`src/sv/ped_pkg.sv`:
```
// Package for the percent escape decoder: request and result structs,
// escape phase enum, decoder state struct and status codes. No dependencies.
package ped_pkg;

  // Widths of the request, result and decoder state fields
  localparam int unsigned CharW   = 21;
  localparam int unsigned AccumW  = 16;
  localparam int unsigned DigitW  = 3;
  localparam int unsigned SurrW   = 10;
  localparam int unsigned StatusW = 2;

  // Result status codes
  localparam logic [StatusW-1:0] STAT_OK        = 2'd0;
  localparam logic [StatusW-1:0] STAT_TRUNCATED = 2'd1;
  localparam logic [StatusW-1:0] STAT_ILLEGAL   = 2'd2;
  localparam logic [StatusW-1:0] STAT_UNPAIRED  = 2'd3;

  // Character codes and constants used by the decoder
  localparam logic [CharW-1:0] CHR_PERCENT = 21'h25;
  localparam logic [CharW-1:0] CHR_LOW_U   = 21'h75;
  localparam logic [CharW-1:0] CHR_UP_U    = 21'h55;
  localparam logic [CharW-1:0] CHR_ZERO    = 21'h30;
  localparam logic [CharW-1:0] CHR_NINE    = 21'h39;
  localparam logic [CharW-1:0] CHR_LOW_A   = 21'h61;
  localparam logic [CharW-1:0] CHR_LOW_F   = 21'h66;
  localparam logic [CharW-1:0] CHR_UP_A    = 21'h41;
  localparam logic [CharW-1:0] CHR_UP_F    = 21'h46;
  localparam logic [CharW-1:0] SUPP_BASE   = 21'h10000;
  localparam logic [4:0]       SURR_TAG    = 5'b11011;  // top bits of 0xd800..0xdfff
  localparam logic [DigitW-1:0] UNIT_DIGITS = 3'd4;
  localparam logic [DigitW-1:0] BYTE_DIGITS = 3'd1;

  typedef enum logic [2:0] {
    PH_IDLE = 3'd0,
    PH_PCT  = 3'd1,
    PH_BYTE = 3'd2,
    PH_UNIT = 3'd3,
    PH_BAD  = 3'd4
  } phase_e;

  typedef struct packed {
    logic [CharW-1:0] in_char;
    logic             end_of_string;
  } in_item_t;

  typedef struct packed {
    logic [CharW-1:0]   code_point;
    logic               final_res;
    logic [StatusW-1:0] status;
  } out_item_t;

  typedef struct packed {
    phase_e              escape_phase;
    logic [AccumW-1:0]   hex_accum;
    logic [DigitW-1:0]   digits_left;
    logic [SurrW-1:0]    high_surrogate;
    logic                high_pending;
    logic                error_latched;
  } dec_state_t;

  localparam dec_state_t STATE_RESET = '{
    escape_phase:   PH_IDLE,
    hex_accum:      '0,
    digits_left:    '0,
    high_surrogate: '0,
    high_pending:   1'b0,
    error_latched:  1'b0
  };

endpackage

```
`src/sv/percent_escape_decoder_top.sv`:
```
// Top level of the percent escape decoder: decoder core and result buffer.
// Depends on ped_pkg, ped_core and ped_outbuf.
//
// Takes one character per cycle while in_stall_o is low and gives at most
// one registered result per character. Plain characters pass through, %XX
// and %uXXXX/%UXXXX escapes are decoded, and a high/low surrogate pair from
// unit escapes is merged into one code point. An error gives one result with
// final_res set and drops the rest of the string. The parser state update is
// a single register stage, so a request is taken every cycle that in_stall_o
// is low; a two-entry result buffer (output register plus skid entry) raises
// in_stall_o only when both entries hold results the receiver has not taken.
module percent_escape_decoder_top (
  input  logic               clk_i,
  input  logic               rst_ni,
  input  logic               in_valid_i,
  output logic               in_stall_o,
  input  ped_pkg::in_item_t  in_item_i,
  output logic               out_valid_o,
  input  logic               out_stall_i,
  output ped_pkg::out_item_t out_item_o
);

  logic               accept;
  logic               res_valid;
  ped_pkg::out_item_t res_item;
  logic               full;

  assign in_stall_o = full;
  assign accept     = in_valid_i && !full;

  // Parse the incoming character
  ped_core u_core (
    .clk_i       (clk_i),
    .rst_ni      (rst_ni),
    .accept_i    (accept),
    .item_i      (in_item_i),
    .res_valid_o (res_valid),
    .res_item_o  (res_item)
  );

  // Hold results for the receiver
  ped_outbuf u_outbuf (
    .clk_i       (clk_i),
    .rst_ni      (rst_ni),
    .push_i      (res_valid),
    .push_item_i (res_item),
    .full_o      (full),
    .out_valid_o (out_valid_o),
    .out_stall_i (out_stall_i),
    .out_item_o  (out_item_o)
  );

endmodule

```
`src/sv/ped_core.sv`:
```
// Decoder core: state registers and the per-character next-state and
// result logic. Depends on ped_pkg.
module ped_core (
  input  logic               clk_i,
  input  logic               rst_ni,
  input  logic               accept_i,
  input  ped_pkg::in_item_t  item_i,
  output logic               res_valid_o,
  output ped_pkg::out_item_t res_item_o
);

  ped_pkg::dec_state_t state_q, state_d;

  logic [ped_pkg::CharW-1:0]  c;
  logic                       last;
  logic                       is_digit;
  logic                       is_letter;
  logic                       is_hex;
  logic [3:0]                 hex_val;
  logic [ped_pkg::AccumW-1:0] accum_new;
  logic [ped_pkg::DigitW-1:0] left_new;
  logic                       dv_en;
  logic                       dv_unit;
  logic [ped_pkg::CharW-1:0]  dv_val;
  logic                       er_en;
  logic [ped_pkg::StatusW-1:0] er_code;
  logic                       ok_en;
  logic [ped_pkg::CharW-1:0]  ok_val;
  ped_pkg::dec_state_t        st;

  assign c    = item_i.in_char;
  assign last = item_i.end_of_string;

  // Classify the character as a hex digit
  always_comb begin
    is_digit  = (c >= ped_pkg::CHR_ZERO) && (c <= ped_pkg::CHR_NINE);
    is_letter = ((c >= ped_pkg::CHR_LOW_A) && (c <= ped_pkg::CHR_LOW_F)) ||
                ((c >= ped_pkg::CHR_UP_A) && (c <= ped_pkg::CHR_UP_F));
    is_hex    = is_digit || is_letter;
    hex_val   = is_digit ? c[3:0] : 4'(c[3:0] + 4'd9);
  end

  // Step the escape parser for one request
  always_comb begin
    st        = state_q;
    dv_en     = 1'b0;
    dv_unit   = 1'b0;
    dv_val    = '0;
    er_en     = 1'b0;
    er_code   = ped_pkg::STAT_OK;
    ok_en     = 1'b0;
    ok_val    = '0;
    accum_new = {state_q.hex_accum[ped_pkg::AccumW-5:0], hex_val};
    left_new  = ped_pkg::DigitW'(state_q.digits_left - 3'd1);

    if (state_q.error_latched) begin
      if (last) st = ped_pkg::STATE_RESET;
    end else begin
      unique case (state_q.escape_phase)
        ped_pkg::PH_IDLE: begin
          if (c == ped_pkg::CHR_PERCENT) begin
            st.escape_phase = ped_pkg::PH_PCT;
            if (last) begin
              er_en   = 1'b1;
              er_code = ped_pkg::STAT_TRUNCATED;
            end
          end else begin
            dv_en  = 1'b1;
            dv_val = c;
          end
        end
        ped_pkg::PH_PCT: begin
          st.hex_accum = '0;
          if ((c == ped_pkg::CHR_LOW_U) || (c == ped_pkg::CHR_UP_U)) begin
            st.escape_phase = ped_pkg::PH_UNIT;
            st.digits_left  = ped_pkg::UNIT_DIGITS;
          end else begin
            st.digits_left = ped_pkg::BYTE_DIGITS;
            if (is_hex) begin
              st.escape_phase = ped_pkg::PH_BYTE;
              st.hex_accum    = ped_pkg::AccumW'(hex_val);
            end else begin
              st.escape_phase = ped_pkg::PH_BAD;
            end
          end
          if (last) begin
            er_en   = 1'b1;
            er_code = ped_pkg::STAT_TRUNCATED;
          end
        end
        ped_pkg::PH_BYTE, ped_pkg::PH_UNIT, ped_pkg::PH_BAD: begin
          if (is_hex) st.hex_accum = accum_new;
          else        st.escape_phase = ped_pkg::PH_BAD;
          st.digits_left = left_new;
          if (left_new == '0) begin
            if (st.escape_phase == ped_pkg::PH_BAD) begin
              er_en   = 1'b1;
              er_code = ped_pkg::STAT_ILLEGAL;
            end else begin
              dv_en   = 1'b1;
              dv_unit = (st.escape_phase == ped_pkg::PH_UNIT);
              dv_val  = ped_pkg::CharW'(st.hex_accum);
            end
          end else if (last) begin
            er_en   = 1'b1;
            er_code = ped_pkg::STAT_TRUNCATED;
          end
        end
        default: st = ped_pkg::STATE_RESET;
      endcase

      // Deliver a finished character, pairing surrogates from unit escapes
      if (dv_en) begin
        st.escape_phase = ped_pkg::PH_IDLE;
        st.digits_left  = '0;
        st.hex_accum    = '0;
        if (dv_unit && (dv_val[15:11] == ped_pkg::SURR_TAG)) begin
          if (!dv_val[10]) begin
            if (state_q.high_pending || last) begin
              er_en   = 1'b1;
              er_code = ped_pkg::STAT_UNPAIRED;
            end else begin
              st.high_surrogate = dv_val[9:0];
              st.high_pending   = 1'b1;
            end
          end else if (!state_q.high_pending) begin
            er_en   = 1'b1;
            er_code = ped_pkg::STAT_UNPAIRED;
          end else begin
            st.high_pending = 1'b0;
            ok_en  = 1'b1;
            ok_val = ped_pkg::CharW'(ped_pkg::SUPP_BASE +
                     {1'b0, state_q.high_surrogate, dv_val[9:0]});
          end
        end else if (state_q.high_pending) begin
          er_en   = 1'b1;
          er_code = ped_pkg::STAT_UNPAIRED;
        end else begin
          ok_en  = 1'b1;
          ok_val = dv_val;
        end
      end

      // Drop all state on an error or at the end of the string
      if (er_en) begin
        st               = ped_pkg::STATE_RESET;
        st.error_latched = !last;
      end else if (ok_en && last) begin
        st = ped_pkg::STATE_RESET;
      end
    end
    state_d = st;
  end

  // Result of the current request
  always_comb begin
    res_valid_o = accept_i && (er_en || ok_en);
    res_item_o  = '{code_point: '0, final_res: 1'b1, status: er_code};
    if (!er_en) begin
      res_item_o.code_point = ok_val;
      res_item_o.final_res  = last;
      res_item_o.status     = ped_pkg::STAT_OK;
    end
  end

  // Advance the state on each accepted request
  always_ff @(posedge clk_i or negedge rst_ni) begin
    if (!rst_ni) begin
      state_q <= ped_pkg::STATE_RESET;
    end else if (accept_i) begin
      state_q <= state_d;
    end
  end

endmodule

```
`src/sv/ped_outbuf.sv`:
```
// Result register with one skid entry, so one more result can be taken while
// the receiver stalls. Depends on ped_pkg.
module ped_outbuf (
  input  logic               clk_i,
  input  logic               rst_ni,
  input  logic               push_i,
  input  ped_pkg::out_item_t push_item_i,
  output logic               full_o,
  output logic               out_valid_o,
  input  logic               out_stall_i,
  output ped_pkg::out_item_t out_item_o
);

  logic               out_vld_q, out_vld_d;
  logic               skid_vld_q, skid_vld_d;
  ped_pkg::out_item_t out_q, out_d;
  ped_pkg::out_item_t skid_q, skid_d;
  logic               pop;

  assign pop         = out_vld_q && !out_stall_i;
  assign full_o      = skid_vld_q;
  assign out_valid_o = out_vld_q;
  assign out_item_o  = out_q;

  // Move results between the skid entry and the output register
  always_comb begin
    out_vld_d  = out_vld_q;
    skid_vld_d = skid_vld_q;
    out_d      = out_q;
    skid_d     = skid_q;
    if (skid_vld_q) begin
      if (pop) begin
        out_d      = skid_q;
        skid_vld_d = 1'b0;
      end
    end else if (push_i) begin
      if (!out_vld_q || pop) begin
        out_d     = push_item_i;
        out_vld_d = 1'b1;
      end else begin
        skid_d     = push_item_i;
        skid_vld_d = 1'b1;
      end
    end else if (pop) begin
      out_vld_d = 1'b0;
    end
  end

  // Hold the valid flags under reset
  always_ff @(posedge clk_i or negedge rst_ni) begin
    if (!rst_ni) begin
      out_vld_q  <= 1'b0;
      skid_vld_q <= 1'b0;
    end else begin
      out_vld_q  <= out_vld_d;
      skid_vld_q <= skid_vld_d;
    end
  end

  // Payload registers
  always_ff @(posedge clk_i) begin
    out_q  <= out_d;
    skid_q <= skid_d;
  end

endmodule

```
`config.mk`:
```
export PLATFORM = sky130hd
export DESIGN_NAME = percent_escape_decoder_top
export DESIGN_NICKNAME = d
export VERILOG_FILES = /design/src/sv/ped_pkg.sv /design/src/sv/percent_escape_decoder_top.sv /design/src/sv/ped_core.sv /design/src/sv/ped_outbuf.sv
export SDC_FILE = /design/constraint.sdc
export NUM_CORES = 1
export LEC_CHECK = 0
export BUFFER_PORTS_ARGS = -buffer_cell sky130_fd_sc_hd__buf_2
export CAP_MARGIN = 20
export CORE_UTILIZATION = 35
export DETAILED_ROUTE_END_ITERATION = 16
export HOLD_SLACK_MARGIN = 0.03
export SLEW_MARGIN = 20
export SYNTH_ARGS = -nofsm -noshare
export SYNTH_HDL_FRONTEND = slang
export SYNTH_SLANG_ARGS = --single-unit
```
`constraint.sdc`:
```
create_clock -name clk_i -period 8.55 [get_ports clk_i]
set_input_delay 1.71 -clock clk_i [delete_from_list [all_inputs] [get_ports clk_i]]
set_output_delay 1.71 -clock clk_i [all_outputs]
set_load 0.005 [all_outputs]
```
### After elaboration in Yosys (flattened, before gate mapping)

Cells that the tools add are included.

| operators by class | value |
|---|---|
| $add $sub $neg | 3 |
| magnitude comparators | 6 |
| equal/unequal tests | 15 |
| mux-type cells | 88 |
| bitwise operators | 2 |
| reductions and logical operators | 31 |

Operators with widths:

| cell | number |
|---|---|
| two-way mux 21 bit | 9 |
| two-way mux 34 bit | 4 |
| two-way mux 24 bit | 5 |
| one-hot mux 19 bit (3 select lines) | 1 |
| two-way mux 16 bit | 3 |
| == test 21 x 7 -> 1 bit (second input constant) | 2 |
| >= comparator 21 x 7 -> 1 bit (second input constant) | 2 |
| <= comparator 21 x 7 -> 1 bit (second input constant) | 2 |
| one-hot mux 21 bit (2 select lines) | 1 |
| two-way mux 1 bit | 37 |
| two-way mux 33 bit | 1 |
| two-way mux 11 bit | 2 |
| adder 17 x 20 -> 21 bit (first input constant) | 1 |
| == test 21 x 6 -> 1 bit (second input constant) | 1 |
| >= comparator 21 x 6 -> 1 bit (second input constant) | 1 |
| <= comparator 21 x 6 -> 1 bit (second input constant) | 1 |
| two-way mux 3 bit | 7 |
| two-way mux 2 bit | 10 |
| AND reduction 3 bit | 5 |
| two-way mux 12 bit | 1 |
| two-way mux 10 bit | 1 |
| == test 3 x 2 -> 1 bit (second input constant) | 3 |
| one-hot mux 3 bit (3 select lines) | 1 |
| logical AND 1 bit | 8 |
| 21 further kinds | 36 |

| storage, ports and cells | value |
|---|---|
| register bits | 84 |
| bits of input ports | 26 |
| output and inout port bits | 26 |
| word-level logic and storage cells | 159 |

### Logic depth before layout (Yosys ltp)

Gate-level depths: netlist of the first run.

| logic depth | value |
|---|---|
| depth in word-level cells | 22 |
| mapped depth | 12 |
| mapped depth without buffers | 10 |

### Modules after synthesis

A second synthesis of the first run with hierarchy kept.

| unflattened totals | value |
|---|---|
| cells, all modules | 405 |
| area, all modules | 4625.7 um^2 |

By module, submodules not included:

| module | instances | cells each | area each (um^2) | sequential area each (um^2) |
|---|---|---|---|---|
| ped_core | 1 | 317 | 2692.6 | 750.7 |
| ped_outbuf | 1 | 87 | 1919.3 | 1491.4 |
| percent_escape_decoder_top | 1 | 1 | 13.8 | 0.0 |

### Worst setup path after synthesis of the first run

No wires, ideal clock.

| path | value |
|---|---|
| path kind | input to register |
| start point | in in_item_i[2] (netlist bit) |
| end point | reg u_outbuf.skid_q[0] (netlist bit), enable pin |
| setup time | 466 ps |
| arrival time | 5720 ps |
| data required time | 8084 ps |
| path slack | 2364 ps |
| stages on the path | 10 |
| path buffers | 0 |
| cell sequence | inv_1 > ha_1 > nor3_1 > o2bb2ai_2 > o211a_4 > o211ai_2 > o211a_1 > or3b_1 > nor2_1 > nor4_1 |

| between the ends | value |
|---|---|
| word-level cells in the longest chain between the ends | 21 |
| elaborated cells on any way between the ends | 54 |
| classes of those cells | order compare: 6; eq/ne: 4; mux: 35; reduce/logical: 9 |

RTL lines:

| element | RTL line | text |
|---|---|---|
| from (decl) | percent_escape_decoder_top.sv:17 | `input ped_pkg::in_item_t in_item_i,` |
| >= comparator 21 x 7 -> 1 bit (tied with other cells) | ped_core.sv:37 | `is_letter = ((c >= ped_pkg::CHR_LOW_A) && (c <= ped_pkg::CHR_LOW_F)) \|\|` |
| logical AND 1 bit (on tied branches) | ped_core.sv:37, ped_core.sv:38 |  |
| logical OR 1 bit | ped_core.sv:37 |  |
| logical OR 1 bit | ped_core.sv:39 | `is_hex = is_digit \|\| is_letter;` |
| two-way mux 3 bit | ped_core.sv:92 | `if (is_hex) st.hex_accum = accum_new;` |
| two-way mux 3 bit | ped_core.sv:59 | `unique case (state_q.escape_phase)` |
| two-way mux 3 bit | ped_core.sv:56 | `if (state_q.error_latched) begin` |
| == test 3 bit | ped_core.sv:96 | `if (st.escape_phase == ped_pkg::PH_BAD) begin` |
| (+4 left out) | - |  |
| == test 5 bit | ped_core.sv:117 | `if (dv_unit && (dv_val[15:11] == ped_pkg::SURR_TAG)) begin` |
| logical AND 1 bit | ped_core.sv:117 |  |
| two-way mux 1 bit | ped_core.sv:117 |  |
| two-way mux 1 bit | ped_core.sv:113 | `if (dv_en) begin` |
| two-way mux 1 bit (2 in a row) | ped_core.sv:56 |  |
| logical OR 1 bit * | ped_core.sv:157 | `res_valid_o = accept_i && (er_en \|\| ok_en);` |
| logical AND 1 bit * | ped_core.sv:157 |  |
| AND reduction 3 bit (no source line) * | - |  |
| to (signal assigned) | ped_outbuf.sv:63 | `skid_q <= skid_d;` |
| to (decl) | ped_outbuf.sv:17 | `ped_pkg::out_item_t skid_q, skid_d;` |

Mark *: on every way between the ends. The rest lies on a longest branch, timed or not. The select of a mux whose other input is x is not followed.
A chain may end at the register's enable or synchronous reset.

### Worst setup path after layout of the first run

| path | value |
|---|---|
| start point | in in_item_i[2] (netlist bit) |
| end point | reg u_outbuf.out_q, in the netlist u_outbuf.out_item_o[23], enable pin |

| between the ends | value |
|---|---|
| word-level cells in the longest chain between the ends | 22 |
| elaborated cells on any way between the ends | 55 |
| classes of those cells | order compare: 6; eq/ne: 4; mux: 35; reduce/logical: 10 |

RTL lines:

| element | RTL line | text |
|---|---|---|
| >= comparator 21 x 7 -> 1 bit (tied with other cells) | ped_core.sv:37 |  |
| logical AND 1 bit (on tied branches) | ped_core.sv:37, ped_core.sv:38 |  |
| logical OR 1 bit | ped_core.sv:37 |  |
| logical OR 1 bit | ped_core.sv:39 |  |
| two-way mux 3 bit | ped_core.sv:92 |  |
| two-way mux 3 bit | ped_core.sv:59 |  |
| two-way mux 3 bit | ped_core.sv:56 |  |
| == test 3 bit | ped_core.sv:96 |  |
| (+5 left out) | - |  |
| logical AND 1 bit | ped_core.sv:117 |  |
| two-way mux 1 bit | ped_core.sv:117 |  |
| two-way mux 1 bit | ped_core.sv:113 |  |
| two-way mux 1 bit (2 in a row) | ped_core.sv:56 |  |
| logical OR 1 bit * | ped_core.sv:157 |  |
| logical AND 1 bit * | ped_core.sv:157 |  |
| nonzero test 2 bit (no source line) * | - |  |
| AND reduction 3 bit (no source line) * | - |  |
| to (signal assigned) | ped_outbuf.sv:62 | `out_q <= out_d;` |
| to (decl) | ped_outbuf.sv:16 | `ped_pkg::out_item_t out_q, out_d;` |

Marks and branches as above.

==> out/results.ini, run 1 <==
[routing]
drc = 0
vias = 3537
drtPass1Iterations = 5
via_per_inst = 5.52
drt_iter0_drc = 247
topRoutingLayerUsed = met4
wl_met1_um = 5430
finalWirelength_um = 11500
dr_wl_met2_um = 5190
wl_per_cell_um = 17.9
met3_length_um = 552
drtAntennaViolNets = 0

[logic_synthesis]
synth_ff_type = edfxtp_1
yosysSeqAreaShare = 0.493
yosysMostFrequentCell = edfxtp_1
synth-edff-count = 48
yosysTopAreaCell = edfxtp_1
async_flop_share = 0.400
synth_top_area_share = 0.317
syn_avg_cell_area_sq_um = 10.7
synthesis.nets = 457
synth_area_sq_mm = 0.00455
syn_inst = 425
ys.warnings.count = 0
ys_ff_latch = 80
synth.area.top_cells = edfxtp_1, dfrtp_1, o31ai_2, nand2_1, nor2_1
synthTopCellsByCount = edfxtp_1, nand2_1, nor2_1
yosysUniqueCellTypes = 67

[placed_design]
post-dp-hpwl_um = 8300
port_buffers = 51
place_area_sq_mm = 0.00492
gp_congestion = 0.940

[timing]
fin_crit_sh = 0.557
slew_headroom = 0.325
clock.fmax_mhz = 210
worstMarginPinSlew_ns = 1.00
final_hold_viol_count = 0
clock_skew_ns = 0.00924
slew_violations = 0
rsz0062_at_grt = false
fin_setup_tns_ns = 0
setup_viol = 0
period_minus_slack_ns = 4.77

[clocking]
clock_path_buffers = 2
cts_inserted_buffers = 9
post_cts_resized = 0
clk_pin_slew_ns = 0.07
cts_tree = yes
post_cts_buffers = 0
clock_sinks = 80
cts_hold_buffers = 0
insertion_delay_ns = 0.35
root_buffer = clkbuf_16
htreeDepth = 3

[global_route]
grt_pass1_vias = 3322
antenna_found_initial = 0
track_usage = 0.181
grt_max_degree = 49
overflow = 0
grt_pass1_wl_um = 18200

[setup_path]
crit_type = in2reg
crit_arrival_ns = 4.74
crit_start = in_item_i[2]
cp.required_ns = 8.52
end_kind = register
reg2reg_from = u_core.state_q[12]
reg2reg_to = u_outbuf.out_item_o[23]
r2r_slack_ns = 4.98
rr_worst_depth = 9
cp_max_fo = 24
crit_path_start_kind = input pin
crit_end = u_outbuf.out_item_o[23]

[power]
peakVddDrop_mv = 0.0884
power_density_mw_per_mm2 = 267
power_mw = 1.40
p_leak_nw = 2.03

[floorplanning]
ios = 52
rows = 41
core_area_sq_mm = 0.0126
die_h_um = 116
start_util = 0.360
die_x_um = 116
dieArea_sq_mm = 0.0134

[worst_hold_path]
worstHoldPathType = reg2reg

[run_status]
status = finished clean

[final_layout]
seqCellArea_sq_mm = 0.00224
final_cell_area_sq_mm = 0.00525
multiInputGateArea_sq_mm = 0.00216
fin_nets = 496
area_delta_synth_final_pct = 15.6
antenna_cells = 0
layout-drive-gt1-share = 0.252
fillCellCount = 1249

[flow_run]
cap_violations = 0

## worst min-delay path by stage
stage                             startpoint                  to  slack, ns  depth (start not counted)
after floorplan           u_core.state_q[13]  u_core.state_q[13]       0.45                          2
after global placement    u_core.state_q[13]  u_core.state_q[13]       0.46                          2
after detailed placement   u_core.state_q[7]   u_core.state_q[7]       0.48                          1
after CTS                  u_core.state_q[7]   u_core.state_q[7]       0.50                          1
after global routing       u_core.state_q[6]   u_core.state_q[6]       0.52                          1
final                      u_core.state_q[7]   u_core.state_q[7]       0.50                          1
## stage by stage
stage               instances  utilization  hold WS, ns  setup WS, ns
global route              641        0.416        0.518          3.46
detailed placement        625        0.390        0.479          3.08
global placement          625        0.390        0.464          3.24
CTS                       641        0.416        0.496          3.41
finish                    641        0.416        0.497          3.78
floorplan                 425            -        0.449          2.36
## placed cells by master (no fill, tap or decap), types with 9 or more instances in the layout
cell type  Yosys  final
a21oi_1       17     17
a22o_1        12     12
a22oi_1       13     13
buf_2          6     51
clkbuf_16      0      9
dfrtp_1       32     31
edfxtp_1      48     48
inv_1         11     11
nand2_1       45     45
nand2b_1       9      9
nand3_1       10     10
nor2_1        42     42
o21ai_0       21     20
o31ai_1       12     12
o31ai_2       15     15
## flip-flops by register name (all words and copies together), names as in the netlist
signal and cells:
u_core.accum_new 12, u_core.state_q 18, u_outbuf.full_o 1, u_outbuf.out_item_o 24, u_outbuf.out_valid_o 1, u_outbuf.skid_q 24
## report_power, final
group	switching [mW]	leakage (nW)	internal [mW]
clock	0.170	0.158	0.259
sequential	0.0597	0.894	0.532
combinational	0.226	0.980	0.155
total	0.456	2.03	0.946
## routing by layer
| layer | vias up | global-route usage |
|---|---|---|
| li1 | 1702 | - |
| met5 | - | 0 |
| met2 | 116 | 0.275 |
| met1 | 1695 | 0.248 |
| met4 | 0 | 0.0846 |
| met3 | 24 | 0.0361 |
## kinds of logic (layout without fill, tap and decap cells)
family | after synthesis | after routing | synth area share
fa+ha+maj | 6 | 6 | 0.0165
buf+inv | 36 | 80 | 0.0363
xor+xnor | 3 | 3 | 0.00578
mux | 7 | 7 | 0.0171
compound gates | 137 | 137 | 0.239
flops | 80 | 80 | 0.493
simple gates | 156 | 156 | 0.192
## final cells by class
type,instances,area share
well taps,172,0.0410
repair buffers,53,0.0515
multi-input cells,309,0.410
clock inverters,7,0.0193
clock buffers,9,0.0429
inverters,11,0.00786
flip-flops and latches,80,0.427
## worst max-delay path: stages
cell and delay (ns):
buf_2 0.15, inv_1 0.08, ha_1 0.24, nor3_1 0.30
o2bb2ai_2 0.10, o211a_4 0.29, o211ai_2 0.57, o211a_1 0.30
or3b_1 0.20, nor2_1 0.14, o21ai_4 0.64
(Power assumes the default switching activity.)
==> inputs of run 2 (changes only) <==
==> constraint.sdc (replaced) <==
create_clock -name clk_i -period 4.85 [get_ports clk_i]
set_input_delay 0.97 -clock clk_i [delete_from_list [all_inputs] [get_ports clk_i]]
set_output_delay 0.97 -clock clk_i [all_outputs]
set_load 0.005 [all_outputs]
==> run 2 against run 1 <==
  * Count of clock-buffer cells in the layout rose by 4
  * Cell area about the same
  * Via count up 1.1%
  * Wire length up 0.24%
  * Sequential share of layout area barely moved
  * Setup slack worse by 2.9 ns
  * Flip-flop and latch count did not move
==> out/results.ini, run 2 (synthesized netlist as in run 1, its figures left out) <==
[run_status]
status = finished clean

[clocking]
htreeDepth = 3
post_cts_resized = 0
root_buffer = clkbuf_16
post_cts_buffers = 0
cts_inserted_buffers = 9
cts_tree = yes
cts_hold_buffers = 0
insertion_delay_ns = 0.34
clk_pin_slew_ns = 0.06
clock_path_buffers = 2
clock_sinks = 80

[global_route]
track_usage = 0.184
grt_pass1_vias = 3450
antenna_found_initial = 0
grt_max_degree = 49
overflow = 0
grt_pass1_wl_um = 18500

[routing]
drt_iter0_drc = 243
via_per_inst = 5.54
drtAntennaViolNets = 0
finalWirelength_um = 11500
vias = 3576
drc = 0
drtPass1Iterations = 5
wl_per_cell_um = 17.8

[floorplanning]
dieArea_sq_mm = 0.0134
ios = 52
start_util = 0.360
core_area_sq_mm = 0.0126
die_h_um = 116
rows = 41
die_x_um = 116

[setup_path]
crit_start = in_item_i[2]
cp.required_ns = 4.92
end_kind = register
crit_path_start_kind = input pin
cp_max_fo = 24
reg2reg_from = u_core.state_q[12]
crit_arrival_ns = 4.04
crit_type = in2reg

[power]
power_density_mw_per_mm2 = 454
peakVddDrop_mv = 0.162
power_mw = 2.38
p_leak_nw = 2.03

[timing]
fin_setup_tns_ns = 0
slew_violations = 0
setup_viol = 0
slew_headroom = 0.392
period_minus_slack_ns = 3.97
fin_crit_sh = 0.818
worstMarginPinSlew_ns = 0.906
final_hold_viol_count = 0
clock_skew_ns = 0.00578
clock.fmax_mhz = 252
rsz0062_at_grt = false

[final_layout]
fin_nets = 500
area_delta_synth_final_pct = 15.5
layout_commonest_cell = buf_2
antenna_cells = 0
final_cell_mix = buf_2, edfxtp_1, nand2_1
layout-drive-gt1-share = 0.256

[placed_design]
post-dp-hpwl_um = 8360
port_buffers = 51
gp_congestion = 0.977

[worst_hold_path]
min_from = u_core.state_q[7]
worstHoldPathType = reg2reg

[flow_run]
cap_violations = 0

==> run 2: changes by cell type in the layout (fill, tap and decap cells not counted), sizes merged <==
cell / previous run / this run
clkinvlp: 1 / 2
clkinv: 1 / 0
clkbuf: 9 / 13
bufinv: 2 / 0
buf: 53 / 57
inv: 14 / 12
==> run 2: final cells by class <==
type | count | area [sq um]
Fill cell | 1256 | 7370
Sequential cell | 80 | 2240
Multi-Input combinational cell | 309 | 2160
Timing Repair Buffer | 57 | 300
Clock buffer | 13 | 270
Tap cell | 172 | 215
Inverter | 11 | 41.3
Clock inverter | 3 | 23.8
==> run 2: per-layer routing <==
layer / track usage / share of wire / vias to the layer above
li1: - / - / 1704
met1: 0.246 / 0.47 / 1714
met2: 0.284 / 0.45 / 134
met3: 0.0387 / 0.055 / 24
met4: 0.0906 / 0.026 / 0
met5: 0 / 0 / -
==> run 2: path summary, 6_finish.rpt <==
path / end / slack [ns] / cells past startpoint
min: u_core.state_q[7] / 0.49 / 1
min reg2reg: u_core.state_q[7] / 0.49 / 1
max: u_outbuf.out_item_o[6] / 0.88 / 12
max in group asynchronous: u_outbuf.full_o / 3.61 / 1
min in group asynchronous: u_core.state_q[12] / 0.70 / 1
max reg2reg: u_outbuf.skid_q[6] / 1.56 / 10
==> run 2: report_power, final <==
group	total (mW)	internal, mW	switching [mW]
Combinational	0.675	0.277	0.398
Clock	0.668	0.391	0.278
Sequential	1.04	0.937	0.103
Total	2.38	1.61	0.778
==> run 2: stage by stage <==
stage,worst slack [ns],hold slack (ns),cells,utilization,instance area [sq um]
floorplan,0.0367,0.449,425,-,4550
CTS,0.913,0.492,645,0.416,5250
global route,0.655,0.514,645,0.416,5250
global placement,0.743,0.466,629,0.393,4960
finish,0.883,0.487,645,0.416,5250
detailed placement,0.573,0.477,629,0.393,4960
==> run 2: critical path, cell delays in order <==
cell       delay, ns
buf_2           0.15
inv_1           0.08
ha_1            0.24
nor3_1          0.33
o2bb2ai_2       0.11
o211ai_1        0.45
a21oi_1         0.16
o211ai_1        0.36
or3b_1          0.47
nor2_1          0.36
o21ai_2         0.10
buf_4           0.24
